$ cat src/design/hrcf_pkg.sv
package hrcf_pkg;

    localparam int MAX_BINS   = 1024;
    localparam int POS_W      = $clog2(MAX_BINS + 1);
    localparam int COUNT_W    = 16;
    localparam int RUN_POS_W  = 11;
    localparam int WEIGHT_W   = 26;

    localparam logic [WEIGHT_W-1:0] WEIGHT_MAX = {WEIGHT_W{1'b1}};
    localparam logic [POS_W-1:0]    LAST_POS   = POS_W'(MAX_BINS);

    typedef logic [POS_W-1:0] pos_t;

    typedef struct packed {
        logic [COUNT_W-1:0] bin_count;
        logic               last_bin;
    } hrcf_in_t;

    typedef struct packed {
        logic [RUN_POS_W-1:0] run_start_bin;
        logic [RUN_POS_W-1:0] run_end_bin;
        logic [COUNT_W-1:0]   run_peak_height;
        logic [RUN_POS_W-1:0] run_peak_bin;
        logic [WEIGHT_W-1:0]  run_weight;
    } hrcf_out_t;

    // item handed from the input stage to the run tracker
    typedef struct packed {
        logic     valid;
        hrcf_in_t item;
    } hrcf_bin_t;

    // record offered by the run tracker
    typedef struct packed {
        logic      valid;
        hrcf_out_t rec;
    } hrcf_rec_t;

endpackage

$ cat src/design/hrcf_in_stage.sv
module hrcf_in_stage import hrcf_pkg::*; (
    input  logic      aclk,
    input  logic      aresetn,
    input  logic      s_valid,
    output logic      s_ready,
    input  hrcf_in_t  s_item,
    input  logic      advance,
    output hrcf_bin_t bin_out
);

    logic     valid_reg;
    logic     valid_next;
    hrcf_in_t item_reg;

    assign s_ready    = !valid_reg || advance;
    assign valid_next = s_ready ? s_valid : valid_reg;

    always_ff @(posedge aclk) begin
        if (!aresetn) begin
            valid_reg <= 1'b0;
        end else begin
            valid_reg <= valid_next;
        end
    end

    always_ff @(posedge aclk) begin
        if (s_ready && s_valid) begin
            item_reg <= s_item;
        end
    end

    assign bin_out.valid = valid_reg;
    assign bin_out.item  = item_reg;

endmodule

$ cat src/design/hrcf_run_tracker.sv
module hrcf_run_tracker import hrcf_pkg::*; (
    input  logic      aclk,
    input  logic      aresetn,
    input  hrcf_bin_t bin_in,
    input  logic      advance,
    output hrcf_rec_t rec_out
);

    logic                prev_nz_reg, prev_nz_next;
    pos_t                bin_pos_reg, bin_pos_next;
    pos_t                start_reg, start_next;
    logic [WEIGHT_W-1:0] sum_reg, sum_next;
    logic [COUNT_W-1:0]  peak_reg, peak_next;
    pos_t                peak_pos_reg, peak_pos_next;

    logic [COUNT_W-1:0]  cnt;
    pos_t                pos;
    logic                last;
    logic                nz;
    pos_t                base_start, base_peak_pos;
    logic [WEIGHT_W-1:0] base_sum, new_sum;
    logic [WEIGHT_W:0]   sum_add;
    logic [COUNT_W-1:0]  base_peak, new_peak;
    pos_t                new_peak_pos;
    logic                step;

    assign step = bin_in.valid && advance;
    assign cnt  = bin_in.item.bin_count;
    assign pos  = bin_pos_reg + 1'b1;
    assign last = bin_in.item.last_bin || (pos >= LAST_POS);
    assign nz   = (cnt != '0);

    // a fresh run starts from zeroed accumulators
    assign base_start    = prev_nz_reg ? start_reg    : pos;
    assign base_sum      = prev_nz_reg ? sum_reg      : '0;
    assign base_peak     = prev_nz_reg ? peak_reg     : '0;
    assign base_peak_pos = prev_nz_reg ? peak_pos_reg : '0;

    assign sum_add      = {1'b0, base_sum} + (WEIGHT_W + 1)'(cnt);
    assign new_sum      = sum_add[WEIGHT_W] ? WEIGHT_MAX : sum_add[WEIGHT_W-1:0];
    assign new_peak     = (cnt > base_peak) ? cnt : base_peak;
    assign new_peak_pos = (cnt > base_peak) ? pos : base_peak_pos;

    always_comb begin
        rec_out.valid = 1'b0;
        rec_out.rec   = '0;
        if (nz) begin
            rec_out.valid               = bin_in.valid && last && (new_peak >= COUNT_W'(2));
            rec_out.rec.run_start_bin   = RUN_POS_W'(base_start);
            rec_out.rec.run_end_bin     = RUN_POS_W'(pos);
            rec_out.rec.run_peak_height = new_peak;
            rec_out.rec.run_peak_bin    = RUN_POS_W'(new_peak_pos);
            rec_out.rec.run_weight      = new_sum;
        end else begin
            // zero bin closes the open run at the previous position
            rec_out.valid               = bin_in.valid && prev_nz_reg;
            rec_out.rec.run_start_bin   = RUN_POS_W'(start_reg);
            rec_out.rec.run_end_bin     = RUN_POS_W'(bin_pos_reg);
            rec_out.rec.run_peak_height = peak_reg;
            rec_out.rec.run_peak_bin    = RUN_POS_W'(peak_pos_reg);
            rec_out.rec.run_weight      = sum_reg;
        end
    end

    always_comb begin
        prev_nz_next  = prev_nz_reg;
        bin_pos_next  = bin_pos_reg;
        start_next    = start_reg;
        sum_next      = sum_reg;
        peak_next     = peak_reg;
        peak_pos_next = peak_pos_reg;
        if (step) begin
            if (last) begin
                prev_nz_next  = 1'b0;
                bin_pos_next  = '0;
                start_next    = '0;
                sum_next      = '0;
                peak_next     = '0;
                peak_pos_next = '0;
            end else begin
                bin_pos_next = pos;
                prev_nz_next = nz;
                if (nz) begin
                    start_next    = base_start;
                    sum_next      = new_sum;
                    peak_next     = new_peak;
                    peak_pos_next = new_peak_pos;
                end
            end
        end
    end

    always_ff @(posedge aclk) begin
        if (!aresetn) begin
            prev_nz_reg  <= 1'b0;
            bin_pos_reg  <= '0;
            start_reg    <= '0;
            sum_reg      <= '0;
            peak_reg     <= '0;
            peak_pos_reg <= '0;
        end else begin
            prev_nz_reg  <= prev_nz_next;
            bin_pos_reg  <= bin_pos_next;
            start_reg    <= start_next;
            sum_reg      <= sum_next;
            peak_reg     <= peak_next;
            peak_pos_reg <= peak_pos_next;
        end
    end

endmodule

$ cat src/design/histogram_run_cluster_finder.sv
// Streams histogram bins, one item per clock while no record waits on
// m_ready, and reports each run of consecutive nonzero bins as one record
// (start, end, peak, first peak bin, saturated sum). The rate is one bin per
// cycle, set by the run-tracker update (one 26-bit saturating add and a
// 16-bit peak compare); the bin that closes a run is registered in the input
// stage and its record in the output register, and while a record waits on
// m_ready the whole pipe holds. A zero bin closes a run; a run still open at
// the last bin (or at bin MAX_BINS) is reported only if its peak is at least
// 2. Positions count from 1 and restart after every last bin.
module histogram_run_cluster_finder import hrcf_pkg::*; (
    input  logic      aclk,
    input  logic      aresetn,
    input  logic      s_valid,
    output logic      s_ready,
    input  hrcf_in_t  s_item,
    output logic      m_valid,
    input  logic      m_ready,
    output hrcf_out_t m_item
);

    hrcf_bin_t bin;
    hrcf_rec_t rec;
    logic      advance;
    logic      m_valid_reg, m_valid_next;
    hrcf_out_t m_item_reg;

    assign advance = !m_valid_reg || m_ready;

    hrcf_in_stage u_in_stage (
        .aclk    (aclk),
        .aresetn (aresetn),
        .s_valid (s_valid),
        .s_ready (s_ready),
        .s_item  (s_item),
        .advance (advance),
        .bin_out (bin)
    );

    hrcf_run_tracker u_run_tracker (
        .aclk    (aclk),
        .aresetn (aresetn),
        .bin_in  (bin),
        .advance (advance),
        .rec_out (rec)
    );

    assign m_valid_next = advance ? rec.valid : m_valid_reg;

    always_ff @(posedge aclk) begin
        if (!aresetn) begin
            m_valid_reg <= 1'b0;
        end else begin
            m_valid_reg <= m_valid_next;
        end
    end

    always_ff @(posedge aclk) begin
        if (advance && rec.valid) begin
            m_item_reg <= rec.rec;
        end
    end

    assign m_valid = m_valid_reg;
    assign m_item  = m_item_reg;

endmodule

$ cat config.mk
export PLATFORM = sky130hd
export DESIGN_NAME = histogram_run_cluster_finder
export DESIGN_NICKNAME = d
export VERILOG_FILES = /design/src/design/hrcf_pkg.sv /design/src/design/hrcf_in_stage.sv /design/src/design/hrcf_run_tracker.sv /design/src/design/histogram_run_cluster_finder.sv
export SDC_FILE = /design/constraint.sdc
export NUM_CORES = 1
export LEC_CHECK = 0
export BUFFER_PORTS_ARGS = -buffer_cell sky130_fd_sc_hd__buf_2
export CAP_MARGIN = 40
export CORE_MARGIN = 1.5
export CORE_UTILIZATION = 30
export CTS_CLUSTER_DIAMETER = 40
export DETAILED_ROUTE_END_ITERATION = 12
export GPL_TIMING_DRIVEN = 0
export PLACE_DENSITY = 0.45
export SYNTH_ARGS = -nofsm -noshare
export SYNTH_HDL_FRONTEND = slang
export SYNTH_SLANG_ARGS = --single-unit
export TNS_END_PERCENT = 100
$ cat constraint.sdc
create_clock -name aclk -period 18.3 [get_ports aclk]
set_input_delay 1.83 -clock aclk [delete_from_list [all_inputs] [get_ports aclk]]
set_output_delay 1.83 -clock aclk [all_outputs]
set_load 0.03 [all_outputs]
# Yosys cells after proc, flatten, opt, wreduce, memory -nomap -nowiden
# Cells that the tools add are included.
op_classes:
  add_sub_neg: 2
  n_lt_le_gt_ge: 3
  muxes: 18
  reduce_logical: 14
ops:
  columns: ["operator", "count"]
  rows:
  - ["$mux W26", 4]
  - ["$mux W11", 8]
  - ["$mux W76", 1]
  - ["$mux W16", 4]
  - ["$add A26 B16 Y27", 1]
  - ["$ge A16 B2 Y1 const B", 1]
  - ["$gt A16 B16 Y1", 1]
  - ["$reduce_bool A16 Y1", 1]
  - ["$add A11 B1 Y11 const B", 1]
  - ["$ge A11 B11 Y1 const B", 1]
  - ["$logic_and A1 B1 Y1", 6]
  - ["$logic_or A1 B1 Y1", 3]
  - ["$logic_not A1 Y1", 2]
  - ["$reduce_and A2 Y1", 1]
  - ["$reduce_bool A2 Y1", 1]
  - ["$mux W1", 1]
word_totals:
  ff_bits: 170
  inputBits: 21
  output_inout_bits: 77
  wordCells: 52

# Logic depth before layout (Yosys ltp)
depth:
  word_depth: 7
  depth_mapped: 16
  depth_no_buf: 11

# Hierarchy
# Synthesis repeated with hierarchy kept, for this count alone.
hier_totals:
  hier_cells: 828
  area_unflattened_um2: 8654.6
modules_own_cells:
  columns: ["module", "instances", "cells_each", "area_each_um2", "seq_area_each_um2"]
  rows:
  - ["hrcf_run_tracker", 1, 725, 5769.3, 1521.5]
  - ["histogram_run_cluster_finder", 1, 80, 2309.7, 2272.2]
  - ["hrcf_in_stage", 1, 23, 575.6, 530.5]

# Least setup slack after synthesis
# No wires, ideal clock.
synth_path:
  kind: "register to register"
  startpoint: "register u_run_tracker.prev_nz_reg"
  endpoint: "register m_item_reg (netlist bit m_item[0]) (enable)"
  setup_ns: 0.509
  arrival_time_ns: 5.934
  required_time_ns: 17.791
  path_slack_ns: 11.856
  path_stages_with_launch: 14
  path_buffers: 4
  period_less_slack_ns: 6.444
  path_cell_list: "dfxtp_1 buf_2 clkbuf_1 clkbuf_1 buf_1 nand2_1 ha_1 and4_1 nand2_1 or2_2 o221ai_1 a211o_1 a41oi_1 nor2_1"
synth_between:
  elab_chain_cells: 7
  word_cells_on_any_way: 8
  cone_classes: "2 x order compare; 3 x mux; 3 x reduce/logical"
synth_rtl:
  columns: ["element", "line_no", "source"]
  rows:
  - ["start, declared", "hrcf_run_tracker.sv:9", "logic prev_nz_reg, prev_nz_next;"]
  - ["start signal, assigned", "hrcf_run_tracker.sv:102", "prev_nz_reg <= prev_nz_next;"]
  - ["$mux W16", "hrcf_run_tracker.sv:36", "assign base_peak = prev_nz_reg ? peak_reg : '0;"]
  - ["$gt A16 B16 Y1", "hrcf_run_tracker.sv:41", "assign new_peak = (cnt > base_peak) ? cnt : base_peak;"]
  - ["$mux W16", "hrcf_run_tracker.sv:41", null]
  - ["$ge A16 B2 Y1", "hrcf_run_tracker.sv:48", "rec_out.valid = bin_in.valid && last && (new_peak >= COUNT_W'(2));"]
  - ["$logic_and A1 B1 Y1", "hrcf_run_tracker.sv:48", null]
  - ["$mux W76 (*)", "hrcf_run_tracker.sv:47", "if (nz) begin"]
  - ["$logic_and A1 B1 Y1 (*)", "histogram_run_cluster_finder.sv:58", "if (advance && rec.valid) begin"]
  - ["end signal, assigned", "histogram_run_cluster_finder.sv:59", "m_item_reg <= rec.rec;"]
  - ["end, declared", "histogram_run_cluster_finder.sv:25", "hrcf_out_t m_item_reg;"]
# Every way passes the cells marked *; elsewhere a longest branch is shown, timed or not.
# A chain may end at the register's enable or synchronous reset.

==> impl_metrics.json <==
{
  "outcome": "complete, no violations",
  "synthTopCellsByArea": "edfxtp_1 (32%), dfxtp_1 (18%), a22o_1 (5.1%)",
  "synthArstFlopShare_pct": 0,
  "fillCellCount": 2844,
  "drt-initial-drc-count": 481,
  "ctsResizeCount": 0,
  "yosys.area.top_type": "edfxtp_1",
  "netlist.area_leader.share_pct": 32.46,
  "post-cts-setup-buffers": 0,
  "fin_crit_ns": 5.466,
  "power_density_mw_per_mm2": 86.34,
  "slew_headroom_pct": 47.21,
  "dr.max_layer_used": "met4",
  "yosys_warnings": 0,
  "fp-row-count": 61,
  "multiInputGateArea_mm2": 0.003852,
  "irDropWorstVdd_v": 0.00005740,
  "syn_nets": 903,
  "route.met2.wl_um": 11070,
  "startpoint_type": "register",
  "antenna_found_initial": 0,
  "area_growth_pct": 19.77,
  "pwr-share-seq_pct": 47.8,
  "most-common-layout-cells": "buf_2 (110), nand2_1 (107), edfxtp_1 (92)",
  "ios": 98,
  "diodes": 0,
  "clock-sinks": 170,
  "numCtsBuffers": 17,
  "drt-met1-wl_um": 12050,
  "worst_pin_slew_ns": 0.7698,
  "power.switching_uw": 221.6,
  "grtUsageTotal_pct": 17.21,
  "place_congestion": 0.8357,
  "drt-wirelength-per-cell_um": 17.88,
  "wl_met3_um": 1005,
  "cp_max_fo": 10,
  "drc_errors": 0,
  "period_share_pct": 29.87,
  "final_cells": 1359,
  "design.core.area_mm2": 0.02786,
  "cp.required_ns": 18.52,
  "htreeDepth": 4,
  "vias_per_cell": 4.956,
  "pwr-share-clk_pct": 44.2,
  "hold_path.class": "register to register",
  "drt_pass1_iterations": 5,
  "gr-total-overflow": 0,
  "ys_seq_area_share_pct": 50.80,
  "p_int_uw": 658.7,
  "clock_path_buffers": 2,
  "yosys_register_bits": 170,
  "leakagePower_uw": 0.003830,
  "io_buffer_count": 97,
  "max_cap_violations": 0,
  "drive_gt1_share_pct": 17.53,
  "synth_area_mm2": 0.008512,
  "power_frac_comb_pct": 8.0,
  "setup_viol": 0,
  "routed_wl_um": 24310,
  "dieArea_mm2": 0.02939,
  "ys_types": 67,
  "rsz0062_at_grt": "no",
  "grt_max_degree": 28,
  "holdBufCountCts": 0,
  "dp_hpwl_um": 17560,
  "finClkSkew_ns": 0.01768,
  "syn_area_per_cell_um2": 10.04,
  "grt_pass1_vias": 6570,
  "fin_ws_ns": 12.83,
  "arrival_ns": 5.69,
  "num_vias": 6735,
  "grt_pass1_wl_um": 38200,
  "ff_latch_area_mm2": 0.004324,
  "max_freq_mhz": 182.9,
  "layout_commonest_cell": "buf_2",
  "whs_ns": 0.4647,
  "dieHeight_um": 171.4,
  "final_antenna_net_count": 0,
  "synth_ff_type": "edfxtp_1",
  "postSynthCellCount": 848,
  "initial_core_util_pct": 30.55,
  "placedCellCount": 1327,
  "fin_tns_setup_ns": 0,
  "dieWidth_um": 171.4,
  "clk_pin_slew_ns": 0.07,
  "slew_violations": 0,
  "cts_tree": "built",
  "critPathKind": "register to register",
  "critPathCaptureType": "register",
  "largest_reg_flops": 75,
  "insertion_delay_ns": 0.44,
  "final_core_util_pct": 36.60,
  "place_ws_ns": 12.88,
  "switching_share_pct": 25.17,
  "root_buffer": "clkbuf_16",
  "finalHoldViolCount": 0,
  "synth_edf_count": 92,
  "fin_nets": 1023
}
## cell usage after synthesis (4+ instances only)
library cell / number
a211oi_1: 7
a21boi_0: 6
a21o_1: 7
a21oi_1: 56
a22o_1: 50
a22oi_1: 9
a31oi_1: 10
and2_1: 26
and3_1: 18
buf_1: 4
buf_2: 13
buf_6: 6
clkbuf_1: 27
dfxtp_1: 78
edfxtp_1: 92
ha_1: 33
inv_1: 19
mux2_2: 4
mux2i_1: 4
nand2_1: 107
nand2b_1: 8
nand3_1: 18
nand3b_1: 5
nand4_1: 9
nor2_1: 57
nor2b_1: 18
nor3_1: 13
nor4_1: 4
o21a_1: 7
o21ai_0: 45
o22ai_1: 7
xnor2_1: 24
xor2_1: 7
## power groups by stage
stage                     combinational (µW)  clock, µW  sequential [µW]
after CTS                               71.6        398              421
after global routing                    78.0        413              422
after floorplan                         36.1          0              437
after detailed placement                71.2          0              429
final                                   70.7        389              421
after global placement                  69.1          0              430
## stage by stage
stage / instance area (µm²) / power [µW]
final: 10190 / 880.3
after global routing: 10190 / 912.5
after CTS: 10190 / 890.7
after detailed placement: 9573 / 500.5
after global placement: 9470 / 499.4
after floorplan: 8512 / 473.5
## area by class of cell
type,instances,area share (%)
Inverter,19,0.6996
Tap cell,378,4.639
Multi-Input combinational cell,605,37.79
Sequential cell,170,42.42
Timing Repair Buffer,101,5.695
Clock inverter,14,1.792
Buffer,54,2.663
Clock buffer,18,4.308
## cell families (layout without fill, tap and decap cells)
group	count (synthesis)	in the layout	share of synthesized area [%]
buf+inv	73	206	4.028
simple gates	297	297	17.14
mux	8	8	0.9995
xor+xnor	31	31	3.190
fa+ha+maj	34	34	5.086
flops	170	170	50.80
compound gates	235	235	18.76
## worst paths after layout
kind	from	end	slack [ns]	cells after the start
hold / removal	u_run_tracker.sum_reg[1]	u_run_tracker.sum_reg[1]	0.46	2
setup / recovery	u_run_tracker.prev_nz_reg	m_item[15]	12.83	16
hold reg to reg	u_run_tracker.sum_reg[1]	u_run_tracker.sum_reg[1]	0.46	2
setup reg to reg	u_run_tracker.prev_nz_reg	m_item[15]	12.83	16
## critical path: stages (launching register included)
cell and delay [ns]:
dfxtp_1 0.31, buf_2 0.22, clkbuf_1 0.50, clkbuf_1 0.52, clkbuf_1 0.41, and2_1 0.20
ha_1 0.18, inv_1 0.06, fa_1 0.37, nand2b_1 0.20, a21oi_1 0.31, o211ai_1 0.17
a21o_1 0.27, o31ai_2 0.51, clkbuf_1 0.45, nand2_1 0.22, a31oi_1 0.35
## routing by layer
metal / GRT usage [%] / vias to the layer above
met5: 0 / -
met1: 24.31 / 3227
met3: 3.590 / 10
li1: - / 3343
met4: 3.547 / 0
met2: 27.02 / 155
No activity file was read; power rests on OpenSTA's default activity.
